File: src/design/isp_pkg.sv
package isp_pkg;

   localparam int VERT_BITS = 32;

   // Result queue sizing.
   localparam int RSP_DEPTH    = 4;
   localparam int RSP_PTR_BITS = 2;
   localparam int RSP_CNT_BITS = 3;

   // List positions at which a group of an adjacency mode is complete.
   localparam logic [2:0] POS_LINE_ADJ_LAST = 3'd3;
   localparam logic [2:0] POS_TRI_ADJ_LAST  = 3'd5;

   // Register indexes of the control port.
   localparam logic REG_DRAW_TRIANGLES    = 1'b0;
   localparam logic REG_CONNECTIVITY_MODE = 1'b1;

   typedef enum logic [2:0] {
      MODE_LIST      = 3'd0,
      MODE_STRIP     = 3'd1,
      MODE_FAN       = 3'd2,
      MODE_ADJ       = 3'd3,
      MODE_STRIP_ADJ = 3'd4,
      MODE_LOOP      = 3'd5
   } conn_mode_type;

   typedef struct packed {
      logic [VERT_BITS-1:0] vert_a;
      logic [VERT_BITS-1:0] vert_b;
      logic [VERT_BITS-1:0] vert_c;
      logic                 is_triangle;
      logic                 mode_error;
      logic                 last_in_run;
   } result_type;

   // Up to two primitives produced by one request.
   typedef struct packed {
      logic       v0;
      logic       v1;
      result_type r0;
      result_type r1;
   } push_type;

endpackage

File: src/design/index_stream_primitive_assembly.sv
// Index stream primitive assembly. Each request carries one vertex index,
// with tlast marking the last index of a list, and the block turns the list
// into line or triangle primitives as selected by the two control registers.
// One request is taken per clock while req_tready is high; a request
// produces zero, one or two responses, which are registered into a
// four-entry queue. req_tready stays high while that queue has room for
// two, so the input runs at one request per cycle as long as the output
// drains one response per cycle; only the closing line of a line loop
// adds a second response for one request. Writing either register
// restarts the current list. Indices are kept at INDEX_BITS and returned
// zero-extended.
module index_stream_primitive_assembly
   import isp_pkg::*;
#(
   parameter int INDEX_BITS = 32
) (
   input  logic        clock,
   input  logic        reset,

   input  logic        req_tvalid,
   output logic        req_tready,
   input  logic [31:0] req_tdata,   // [31:0] vertex_index
   input  logic        req_tlast,   // end_of_list

   output logic        rsp_tvalid,
   input  logic        rsp_tready,
   output logic [95:0] rsp_tdata,   // [31:0] vert_a, [63:32] vert_b, [95:64] vert_c
   output logic [1:0]  rsp_tuser,   // [0] is_triangle, [1] mode_error
   output logic        rsp_tlast,   // last_in_run

   input  logic        csr_psel,
   input  logic        csr_penable,
   input  logic        csr_pwrite,
   input  logic [2:0]  csr_paddr,
   input  logic [31:0] csr_pwdata,
   output logic [31:0] csr_prdata,
   output logic        csr_pready
);

   logic       draw_tri_ff, draw_tri_in;
   logic [2:0] mode_ff, mode_in;
   logic       cfg_wr;
   logic       req_acc;
   logic       space_ok;
   push_type   asm_push;
   result_type rsp_data;

   assign csr_pready = 1'b1;
   assign cfg_wr     = csr_psel && csr_penable && csr_pwrite && csr_pready;
   assign req_tready = space_ok;
   assign req_acc    = req_tvalid && req_tready;

   always_comb begin
      draw_tri_in = draw_tri_ff;
      mode_in     = mode_ff;
      if (cfg_wr) begin
         case (csr_paddr[2])
            REG_DRAW_TRIANGLES:    draw_tri_in = csr_pwdata[0];
            REG_CONNECTIVITY_MODE: mode_in     = csr_pwdata[2:0];
            default:               draw_tri_in = draw_tri_ff;
         endcase
      end
   end

   always_comb begin
      case (csr_paddr[2])
         REG_DRAW_TRIANGLES:    csr_prdata = {31'd0, draw_tri_ff};
         REG_CONNECTIVITY_MODE: csr_prdata = {29'd0, mode_ff};
         default:               csr_prdata = '0;
      endcase
   end

   always_ff @(posedge clock) begin
      if (reset) begin
         draw_tri_ff <= 1'b1;
         mode_ff     <= MODE_LIST;
      end else begin
         draw_tri_ff <= draw_tri_in;
         mode_ff     <= mode_in;
      end
   end

   isp_assembler #(
      .INDEX_BITS (INDEX_BITS)
   ) u_assembler (
      .clock          (clock),
      .reset          (reset),
      .cfg_clear      (cfg_wr),
      .draw_triangles (draw_tri_ff),
      .conn_mode      (mode_ff),
      .in_valid       (req_acc),
      .vertex_index   (req_tdata),
      .end_of_list    (req_tlast),
      .push           (asm_push)
   );

   isp_result_fifo u_result_fifo (
      .clock     (clock),
      .reset     (reset),
      .push      (asm_push),
      .space_ok  (space_ok),
      .out_valid (rsp_tvalid),
      .out_ready (rsp_tready),
      .out_data  (rsp_data)
   );

   assign rsp_tdata = {rsp_data.vert_c, rsp_data.vert_b, rsp_data.vert_a};
   assign rsp_tuser = {rsp_data.mode_error, rsp_data.is_triangle};
   assign rsp_tlast = rsp_data.last_in_run;

   // A second primitive is only ever produced together with a first one.
   assert property (@(posedge clock) disable iff (reset)
      asm_push.v1 |-> asm_push.v0)
      else $error("second primitive pushed without a first one");

   // An unsupported mode gives exactly one response, marked last.
   assert property (@(posedge clock) disable iff (reset)
      (asm_push.v0 && asm_push.r0.mode_error) |->
         (!asm_push.v1 && asm_push.r0.last_in_run))
      else $error("mode error response is not a single last response");

   // A request that completes a primitive shows a response in the next cycle.
   assert property (@(posedge clock) disable iff (reset)
      (req_acc && asm_push.v0) |=> rsp_tvalid)
      else $error("completed primitive not presented");

   // Lines carry no third vertex.
   assert property (@(posedge clock) disable iff (reset)
      (rsp_tvalid && !rsp_tuser[0]) |-> (rsp_tdata[95:64] == 32'd0))
      else $error("line response with nonzero third vertex");

endmodule

File: src/design/isp_assembler.sv
module isp_assembler
   import isp_pkg::*;
#(
   parameter int INDEX_BITS = 32
) (
   input  logic                 clock,
   input  logic                 reset,
   input  logic                 cfg_clear,
   input  logic                 draw_triangles,
   input  logic [2:0]           conn_mode,
   input  logic                 in_valid,
   input  logic [VERT_BITS-1:0] vertex_index,
   input  logic                 end_of_list,
   output push_type             push
);

   logic [2:0]            pos_ff, pos_in;
   logic [INDEX_BITS-1:0] first_ff, first_in;
   logic [INDEX_BITS-1:0] hist_ff [3];
   logic [INDEX_BITS-1:0] hist_in [3];
   logic                  parity_ff, parity_in;

   logic [INDEX_BITS-1:0] v;
   logic [INDEX_BITS-1:0] first_eff;
   logic                  mode_ok;
   logic                  shift;

   function automatic result_type prim(input logic [INDEX_BITS-1:0] a,
                                       input logic [INDEX_BITS-1:0] b,
                                       input logic [INDEX_BITS-1:0] c,
                                       input logic tri_flag,
                                       input logic err);
      result_type r;
      r.vert_a      = VERT_BITS'(a);
      r.vert_b      = VERT_BITS'(b);
      r.vert_c      = VERT_BITS'(c);
      r.is_triangle = tri_flag;
      r.mode_error  = err;
      r.last_in_run = 1'b0;
      return r;
   endfunction

   assign v = vertex_index[INDEX_BITS-1:0];

   always_comb begin
      if (draw_triangles) begin
         mode_ok = (conn_mode <= MODE_STRIP_ADJ);
      end else begin
         mode_ok = (conn_mode <= MODE_LOOP) && (conn_mode != MODE_FAN);
      end
   end

   // A loop of a single index closes on itself, so the first vertex is
   // taken from the request when the list is just starting.
   assign first_eff = (pos_ff == 3'd0) ? v : first_ff;

   always_comb begin
      push      = '0;
      pos_in    = pos_ff;
      first_in  = first_ff;
      parity_in = parity_ff;
      shift     = 1'b0;
      for (int i = 0; i < 3; i++) begin
         hist_in[i] = hist_ff[i];
      end

      if (in_valid) begin
         shift = 1'b1;
         if (!mode_ok) begin
            push.v0 = 1'b1;
            push.r0 = prim('0, '0, '0, draw_triangles, 1'b1);
            shift   = 1'b0;
         end else if (!draw_triangles) begin
            case (conn_mode)
               MODE_LIST: begin
                  if (pos_ff == 3'd1) begin
                     push.v0 = 1'b1;
                     push.r0 = prim(hist_ff[0], v, '0, 1'b0, 1'b0);
                  end
                  pos_in = (pos_ff == 3'd1) ? 3'd0 : 3'd1;
               end
               MODE_STRIP, MODE_LOOP: begin
                  if (pos_ff == 3'd0) begin
                     first_in = v;
                  end
                  pos_in = 3'd1;
                  if (pos_ff != 3'd0) begin
                     push.v0 = 1'b1;
                     push.r0 = prim(hist_ff[0], v, '0, 1'b0, 1'b0);
                     if (conn_mode == MODE_LOOP && end_of_list) begin
                        push.v1 = 1'b1;
                        push.r1 = prim(v, first_eff, '0, 1'b0, 1'b0);
                     end
                  end else if (conn_mode == MODE_LOOP && end_of_list) begin
                     push.v0 = 1'b1;
                     push.r0 = prim(v, first_eff, '0, 1'b0, 1'b0);
                  end
               end
               MODE_ADJ: begin
                  if (pos_ff == POS_LINE_ADJ_LAST) begin
                     push.v0 = 1'b1;
                     push.r0 = prim(hist_ff[1], hist_ff[0], '0, 1'b0, 1'b0);
                  end
                  pos_in = {1'b0, 2'(pos_ff[1:0] + 2'd1)};
               end
               MODE_STRIP_ADJ: begin
                  if (pos_ff >= 3'd3) begin
                     push.v0 = 1'b1;
                     push.r0 = prim(hist_ff[1], hist_ff[0], '0, 1'b0, 1'b0);
                  end
                  pos_in = (pos_ff >= 3'd3) ? 3'd3 : 3'(pos_ff + 3'd1);
               end
               default: begin
                  shift = 1'b0;
               end
            endcase
         end else begin
            case (conn_mode)
               MODE_LIST: begin
                  if (pos_ff == 3'd2) begin
                     push.v0 = 1'b1;
                     push.r0 = prim(hist_ff[1], hist_ff[0], v, 1'b1, 1'b0);
                  end
                  pos_in = (pos_ff >= 3'd2) ? 3'd0 : 3'(pos_ff + 3'd1);
               end
               MODE_STRIP: begin
                  if (pos_ff >= 3'd2) begin
                     push.v0 = 1'b1;
                     if (parity_ff) begin
                        push.r0 = prim(hist_ff[0], hist_ff[1], v, 1'b1, 1'b0);
                     end else begin
                        push.r0 = prim(hist_ff[1], hist_ff[0], v, 1'b1, 1'b0);
                     end
                     parity_in = ~parity_ff;
                  end
                  pos_in = (pos_ff >= 3'd2) ? 3'd2 : 3'(pos_ff + 3'd1);
               end
               MODE_FAN: begin
                  if (pos_ff == 3'd0) begin
                     first_in = v;
                  end
                  if (pos_ff >= 3'd2) begin
                     push.v0 = 1'b1;
                     push.r0 = prim(first_ff, hist_ff[0], v, 1'b1, 1'b0);
                  end
                  pos_in = (pos_ff >= 3'd2) ? 3'd2 : 3'(pos_ff + 3'd1);
               end
               MODE_ADJ: begin
                  // Only even positions carry triangle corners.
                  shift = ~pos_ff[0];
                  if (pos_ff == POS_TRI_ADJ_LAST) begin
                     push.v0 = 1'b1;
                     push.r0 = prim(hist_ff[2], hist_ff[1], hist_ff[0], 1'b1, 1'b0);
                  end
                  pos_in = (pos_ff >= POS_TRI_ADJ_LAST) ? 3'd0 : 3'(pos_ff + 3'd1);
               end
               MODE_STRIP_ADJ: begin
                  shift = ~pos_ff[0];
                  if (pos_ff >= POS_TRI_ADJ_LAST && pos_ff[0]) begin
                     push.v0 = 1'b1;
                     if (parity_ff) begin
                        push.r0 = prim(hist_ff[1], hist_ff[2], hist_ff[0], 1'b1, 1'b0);
                     end else begin
                        push.r0 = prim(hist_ff[2], hist_ff[1], hist_ff[0], 1'b1, 1'b0);
                     end
                     parity_in = ~parity_ff;
                  end
                  pos_in = (pos_ff >= POS_TRI_ADJ_LAST) ? 3'd4 : 3'(pos_ff + 3'd1);
               end
               default: begin
                  shift = 1'b0;
               end
            endcase
         end

         if (shift) begin
            hist_in[2] = hist_ff[1];
            hist_in[1] = hist_ff[0];
            hist_in[0] = v;
         end

         if (push.v1) begin
            push.r1.last_in_run = 1'b1;
         end else if (push.v0) begin
            push.r0.last_in_run = 1'b1;
         end

         if (end_of_list) begin
            pos_in    = 3'd0;
            first_in  = '0;
            parity_in = 1'b0;
            for (int i = 0; i < 3; i++) begin
               hist_in[i] = '0;
            end
         end
      end

      // A register write restarts the list.
      if (cfg_clear) begin
         pos_in    = 3'd0;
         first_in  = '0;
         parity_in = 1'b0;
         for (int i = 0; i < 3; i++) begin
            hist_in[i] = '0;
         end
      end
   end

   always_ff @(posedge clock) begin
      if (reset) begin
         pos_ff    <= 3'd0;
         first_ff  <= '0;
         parity_ff <= 1'b0;
         for (int i = 0; i < 3; i++) begin
            hist_ff[i] <= '0;
         end
      end else begin
         pos_ff    <= pos_in;
         first_ff  <= first_in;
         parity_ff <= parity_in;
         for (int i = 0; i < 3; i++) begin
            hist_ff[i] <= hist_in[i];
         end
      end
   end

endmodule

File: src/design/isp_result_fifo.sv
module isp_result_fifo
   import isp_pkg::*;
(
   input  logic       clock,
   input  logic       reset,
   input  push_type   push,
   output logic       space_ok,
   output logic       out_valid,
   input  logic       out_ready,
   output result_type out_data
);

   result_type              mem_ff [RSP_DEPTH];
   logic [RSP_PTR_BITS-1:0] wr_ptr_ff, wr_ptr_in;
   logic [RSP_PTR_BITS-1:0] rd_ptr_ff, rd_ptr_in;
   logic [RSP_CNT_BITS-1:0] count_ff, count_in;
   logic [RSP_PTR_BITS-1:0] wr_next;
   logic [1:0]              npush;
   logic                    pop;

   assign npush     = {1'b0, push.v0} + {1'b0, push.v1};
   assign pop       = out_valid && out_ready;
   assign wr_next   = RSP_PTR_BITS'(wr_ptr_ff + 1'b1);
   assign wr_ptr_in = RSP_PTR_BITS'(wr_ptr_ff + npush);
   assign rd_ptr_in = RSP_PTR_BITS'(rd_ptr_ff + pop);
   assign count_in  = RSP_CNT_BITS'(count_ff + npush - pop);

   // Room for the largest burst one request can cause.
   assign space_ok  = (count_ff <= RSP_CNT_BITS'(RSP_DEPTH - 2));
   assign out_valid = (count_ff != '0);
   assign out_data  = mem_ff[rd_ptr_ff];

   always_ff @(posedge clock) begin
      if (push.v0) begin
         mem_ff[wr_ptr_ff] <= push.r0;
      end
      if (push.v1) begin
         mem_ff[wr_next] <= push.r1;
      end
   end

   always_ff @(posedge clock) begin
      if (reset) begin
         wr_ptr_ff <= '0;
         rd_ptr_ff <= '0;
         count_ff  <= '0;
      end else begin
         wr_ptr_ff <= wr_ptr_in;
         rd_ptr_ff <= rd_ptr_in;
         count_ff  <= count_in;
      end
   end

endmodule
File: config.mk
export PLATFORM = sky130hd
export DESIGN_NAME = index_stream_primitive_assembly
export DESIGN_NICKNAME = d
export VERILOG_FILES = /design/src/design/isp_pkg.sv /design/src/design/index_stream_primitive_assembly.sv /design/src/design/isp_assembler.sv /design/src/design/isp_result_fifo.sv
export SDC_FILE = /design/constraint.sdc
export NUM_CORES = 1
export LEC_CHECK = 0
export ABC_CLOCK_PERIOD_IN_PS = 9000
export BUFFER_PORTS_ARGS = -buffer_cell sky130_fd_sc_hd__buf_2
export CELL_PAD_IN_SITES_DETAIL_PLACEMENT = 0
export CELL_PAD_IN_SITES_GLOBAL_PLACEMENT = 1
export CORE_ASPECT_RATIO = 0.9
export CORE_UTILIZATION = 52
export CTS_CLUSTER_DIAMETER = 150
export DETAILED_ROUTE_END_ITERATION = 12
export PLACE_DENSITY = 0.84
export REMOVE_ABC_BUFFERS = 1
export SYNTH_ARGS = -nofsm -noshare
export SYNTH_HDL_FRONTEND = slang
export SYNTH_SLANG_ARGS = --single-unit
File: constraint.sdc
create_clock -name clock -period 9 [get_ports clock]
set_input_delay 0.45 -clock clock [delete_from_list [all_inputs] [get_ports clock]]
set_output_delay 0.45 -clock clock [all_outputs]
set_load 0.01 [all_outputs]
After elaboration in Yosys (flattened, before gate mapping):

Memories as Yosys holds them, arrays and structs flattened. A register that Yosys moved wholly into a read port is not among the register bits.
Index checks and enable logic that the tools add are counted.

* register bits: 47
* bits in latches: 0
* RAM bits: 492
* bits in read-only memories: 0
* input bits: 75
* output and inout bits: 134
* memories: 2

* $add $sub $neg: 8
* $mul: 0
* divide/modulo/power cells: 0
* magnitude comparators: 6
* eq/ne operators: 14
* shift operators: 0
* mux-type cells: 88
* bitwise operators: 6
* reductions and logical operators: 27

Memory list
* u_result_fifo.mem_ff: depth 4, width 99, rd ports 1, clocked after memory_dff 1, write ports 2, line isp_result_fifo.sv:13 `result_type mem_ff [RSP_DEPTH];`
* u_assembler.hist_ff: depth 3, width 32, rd ports 3, clocked after memory_dff 0, write ports 3, line isp_assembler.sv:19 `logic [INDEX_BITS-1:0] hist_ff [3];`

Operators with widths (count)
* 2-to-1 mux 99 bit: 18
* one-hot mux 99 bit (5 select lines): 1
* one-hot mux 99 bit (4 select lines): 1
* 2-to-1 mux 96 bit: 4
* 2-to-1 mux 32 bit: 9
* 2-to-1 mux 200 bit: 1
* one-hot mux 32 bit (2 select lines): 1
* 2-to-1 mux 1 bit: 38
* 2-to-1 mux 3 bit: 8
* one-hot mux 3 bit (4 select lines): 2
* == test 3 x 2 -> 1 bit (second input constant): 4
* != test 3 x 2 -> 1 bit (second input constant): 4
* nonzero test 3 bit: 4
* == test 3 bit (second input constant): 3
* one-hot mux 1 bit (4 select lines): 2
* AND reduction 4 bit: 2
* OR reduction 2 bit: 4
* logical AND 1 bit: 7
* == test 3 x 1 -> 1 bit (second input constant): 2
* greater-or-equal comparator 3 x 2 -> 1 bit (second input constant): 2
* less-or-equal comparator 3 bit (second input constant): 2
* zero test 3 bit: 2
* != test 6 x 3 -> 1 bit (second input constant): 1
* AND reduction 6 bit: 1
* other kinds (18): 26

Longest topological paths before layout:

* depth after elaboration: 14
* depth in mapped cells: 15
* gate-level depth less buffers: 13

Cells and area by module:

A second synthesis with hierarchy kept.

* cell total of the unflattened synthesis: 2035
* area total of the unflattened synthesis: 28558.6 um2

Modules (own cells, without submodules)
* isp_result_fifo: times used 1, cells each 1002, area an instance 19542.5 um2, seq. area each 12031.5 um2
* isp_assembler: times used 1, cells each 977, area an instance 8534.4 um2, seq. area each 2642.5 um2
* index_stream_primitive_assembly: times used 1, cells each 56, area an instance 481.7 um2, seq. area each 80.1 um2

Least setup slack after synthesis:

Ideal clock, no wire load.

* path kind: flip-flop to flip-flop
* start point: register u_assembler.pos_ff[2]
* end point: memory u_result_fifo.mem_ff[1][0] (netlist name), enable pin
* arrival: 3.494 ns
* data required time: 8.300 ns
* path slack: 4.806 ns
* cell stages (with the launch flop): 12
* buffers on the path: 4
* path through: dfxtp_1 -> buf_2 -> buf_2 -> inv_1 -> ha_1 -> a211oi_4 -> o22ai_2 -> o31a_4 -> o31ai_4 -> buf_6 -> buf_2 -> nand2_1

RTL lines
* from (decl): line isp_assembler.sv:17 `logic [2:0] pos_ff, pos_in;`
* from (signal assigned): line isp_assembler.sv:218 `pos_ff <= pos_in;`
* to (decl): line isp_result_fifo.sv:13

==> impl_metrics.env <==
export IMPL_skew_ns=0.0254
export IMPL_fmax_mhz=200
export IMPL_layout_common_cells="nand2_1, dfxtp_1, edfxtp_1"
export IMPL_rsz0062_at_grt="false"
export IMPL_antenna_found_initial=4
export IMPL_postCtsHoldBufs=0
export IMPL_vias_per_cell=6.79
export IMPL_overflow=0
export IMPL_critPathKind="register to register"
export IMPL_post_route_period_util=0.557
export IMPL_ys_seq_elements=539
export IMPL_wl_per_cell_um=26.1
export IMPL_power_leakage_uw=0.00995
export IMPL_power_density_nw_per_um2=206
export IMPL_track_usage=0.326
export IMPL_die_w_um=246
export IMPL_min_period_ns=5.01
export IMPL_cts_setup_buffers=0
export IMPL_crit_arrival_ns=5.32
export IMPL_ant_nets=0
export IMPL_p_total_uw=6230
export IMPL_cts_buffers=55
export IMPL_totalWireLength_um=90800
export IMPL_grt_pass1_vias=22500
export IMPL_nets=2822
export IMPL_vdd_drop_max_mv=0.192
export IMPL_ys_seq_area_frac=0.480
export IMPL_drt_pass1_iterations=8
export IMPL_p_switching_uw=1890
export IMPL_dr_first_iter_drc_count=3226
export IMPL_clock_sinks=539
export IMPL_hold_violations=0
export IMPL_startpoint_type="register"
export IMPL_worstMarginPinSlew_ns=1.29
export IMPL_placed_area_um2=28600
export IMPL_fp_dieArea_um2=54600
export IMPL_drc_errors=0
export IMPL_design_area_um2=30300
export IMPL_fp_dieH_um=222
export IMPL_outcome="complete, no violations"
export IMPL_area_growth_pct=8.60
export IMPL_worstPathMaxFanout=85
export IMPL_power_switching_share=0.303
export IMPL_final_util=0.572
export IMPL_cts_tree="yes"
export IMPL_via_count=23600
export IMPL_clkPwrFrac=0.363
export IMPL_ys_warnings_count=0
export IMPL_setup_ws_ns=3.99
export IMPL_coreArea_um2=53000
export IMPL_initial_core_util=0.527
export IMPL_final_common_cell="nand2_1"
export IMPL_gp_congestion=0.868
export IMPL_combPwrFrac=0.202
export IMPL_avgSynthCellArea_um2=10.0
export IMPL_p_int_uw=4340
export IMPL_grt_pass1_wl_um=136000
export IMPL_cts_root_buf="clkbuf_16"
export IMPL_required_ns=9.31
export IMPL_synth_edf_count=260
export IMPL_crit_path_end_kind="register"
export IMPL_hpwl_um=48600
export IMPL_row_count=80
export IMPL_portBuffers=147
export IMPL_setup_viol=0
export IMPL_async_flop_share=0
export IMPL_cts_max_level=2
export IMPL_synth_distinct_cells=77
export IMPL_path_clk_slew_ns=0.06
export IMPL_grt_max_degree=86
export IMPL_syn_inst=2791
export IMPL_slew_violations=0
export IMPL_syn_area_um2=27900
export IMPL_maxSlewHeadroom=0.133
export IMPL_synthFlopType="dfxtp_1"
export IMPL_maxCapViolations=0
export IMPL_pre_cts_ws_ns=4.20
export IMPL_clockBufferDepth=3
export IMPL_pwr_share_seq=0.436
export IMPL_drive_above_1_share=0.174
export IMPL_pin_count=209
export IMPL_min_path_type="primary input to register"
export IMPL_ctsResizeCount=0
export IMPL_clk_latency_ns=0.63
export IMPL_hold_worst_slack_ns=0.0736
-- synth_stat cells (8+ instances only) --
cell type    n  area (um^2)
a21oi_1    155          776
a221oi_1    37          324
a222oi_1    23          230
a22o_1      24          210
a22oi_1     66          495
a2bb2oi_1   26          228
and2_1       8         50.1
buf_1       17         63.8
buf_2       59          295
buf_4       50          375
buf_6        9          101
clkbuf_1   202          758
dfxtp_1    279         5590
edfxtp_1   260         7810
ha_1        11          138
inv_1       18         67.6
mux2_2      54          608
mux2i_1     66          661
mux4_2      99         2230
nand2_1    395         1480
nand2b_1    14         87.6
nand3_1    152          761
nand3b_1    99          743
nand4_1      8         50.1
nor2_1      76          285
nor2b_1      9         56.3
nor3_1      49          245
o21ai_0    258         1290
o21ai_1     55          275
o22ai_1    131          820
-- per-stage QoR --
step                TNS [ns]  std cells
finish                     0       3480
global route               0       3480
CTS                        0       3479
detailed placement         0       3375
global placement           0       3375
floorplan             -40.92       2482
-- registers in the layout, summed over array words and instances (netlist names) --
signal / cells
u_assembler.first_ff: 32
u_result_fifo.count_ff: 3
u_result_fifo.wr_ptr_ff: 2
u_result_fifo.rd_ptr_ff: 2
u_result_fifo.mem_ff: 396
u_assembler.parity_ff: 1
u_assembler.pos_ff: 3
draw_tri_ff: 1
mode_ff: 3
u_assembler.hist_ff: 96
-- per-layer routing --
layer | GRT usage | up-vias | routed length (um)
met5 | 0 | - | 22
li1 | - | 10300 | -
met2 | 0.497 | 1465 | 41200
met1 | 0.450 | 11600 | 35600
met3 | 0.0675 | 243 | 10300
met4 | 0.134 | 4 | 3650
-- critical path, stage by stage (launching register included) --
cell     delay [ns]
dfxtp_1        0.59
inv_1          0.12
ha_1           0.29
nor2_1         0.26
or4_1          0.92
a31oi_4        0.29
o31ai_4        0.31
buf_4          0.60
buf_4          0.96
o22ai_1        0.21
-- logic make-up (layout without fill, tap and decap cells) --
group | count (synthesis) | in the layout | share of synthesized area
AND/OR/NAND/NOR | 834 | 834 | 0.142
AO/OA/AOI/OAI | 823 | 823 | 0.185
adder cells (fa/ha/maj) | 12 | 12 | 0.00565
buffers and inverters | 357 | 320 | 0.0598
other | 2 | 31 | 0.000269
flip-flops | 539 | 539 | 0.480
XOR/XNOR | 5 | 5 | 0.00157
multiplexers | 219 | 219 | 0.125
-- worst paths after layout --
kind	start	to	slack, ns	cells past startpoint
setup reg to reg	u_assembler.pos_ff[1]$_SDFFE_PP0P_	u_result_fifo.mem_ff[2][51]$_DFFE_PP_	3.99	9
hold reg to reg	u_result_fifo.mem_ff[3][9]$_SDFFE_PP0P_	u_result_fifo.mem_ff[3][9]$_SDFFE_PP0P_	0.46	2
setup / recovery	u_assembler.pos_ff[1]$_SDFFE_PP0P_	u_result_fifo.mem_ff[2][51]$_DFFE_PP_	3.99	9
hold / removal	csr_pwdata[2]	mode_ff[2]$_SDFFE_PP0P_	0.07	3
-- cell type report --
| type | count | area (um^2) |
|---|---|---|
| fill | 4549 | 22600 |
| tap | 697 | 872 |
| antenna | 1 | 2.50 |
| inverter | 20 | 75.1 |
| multi-input combinational | 1923 | 13100 |
| timing repair buffer | 196 | 1110 |
| sequential | 539 | 13400 |
| clock inverter | 26 | 166 |
| clock buffer | 78 | 1580 |
-- power by group through the flow --
stage,Clock (uW),Sequential (uW),Combinational [uW]
floorplan,0,2800,741
global placement,0,2760,1230
detailed placement,0,2770,1240
CTS,2270,2710,1240
finish,2260,2710,1260
global route,2370,2720,1320
(Power assumes the default switching activity.)
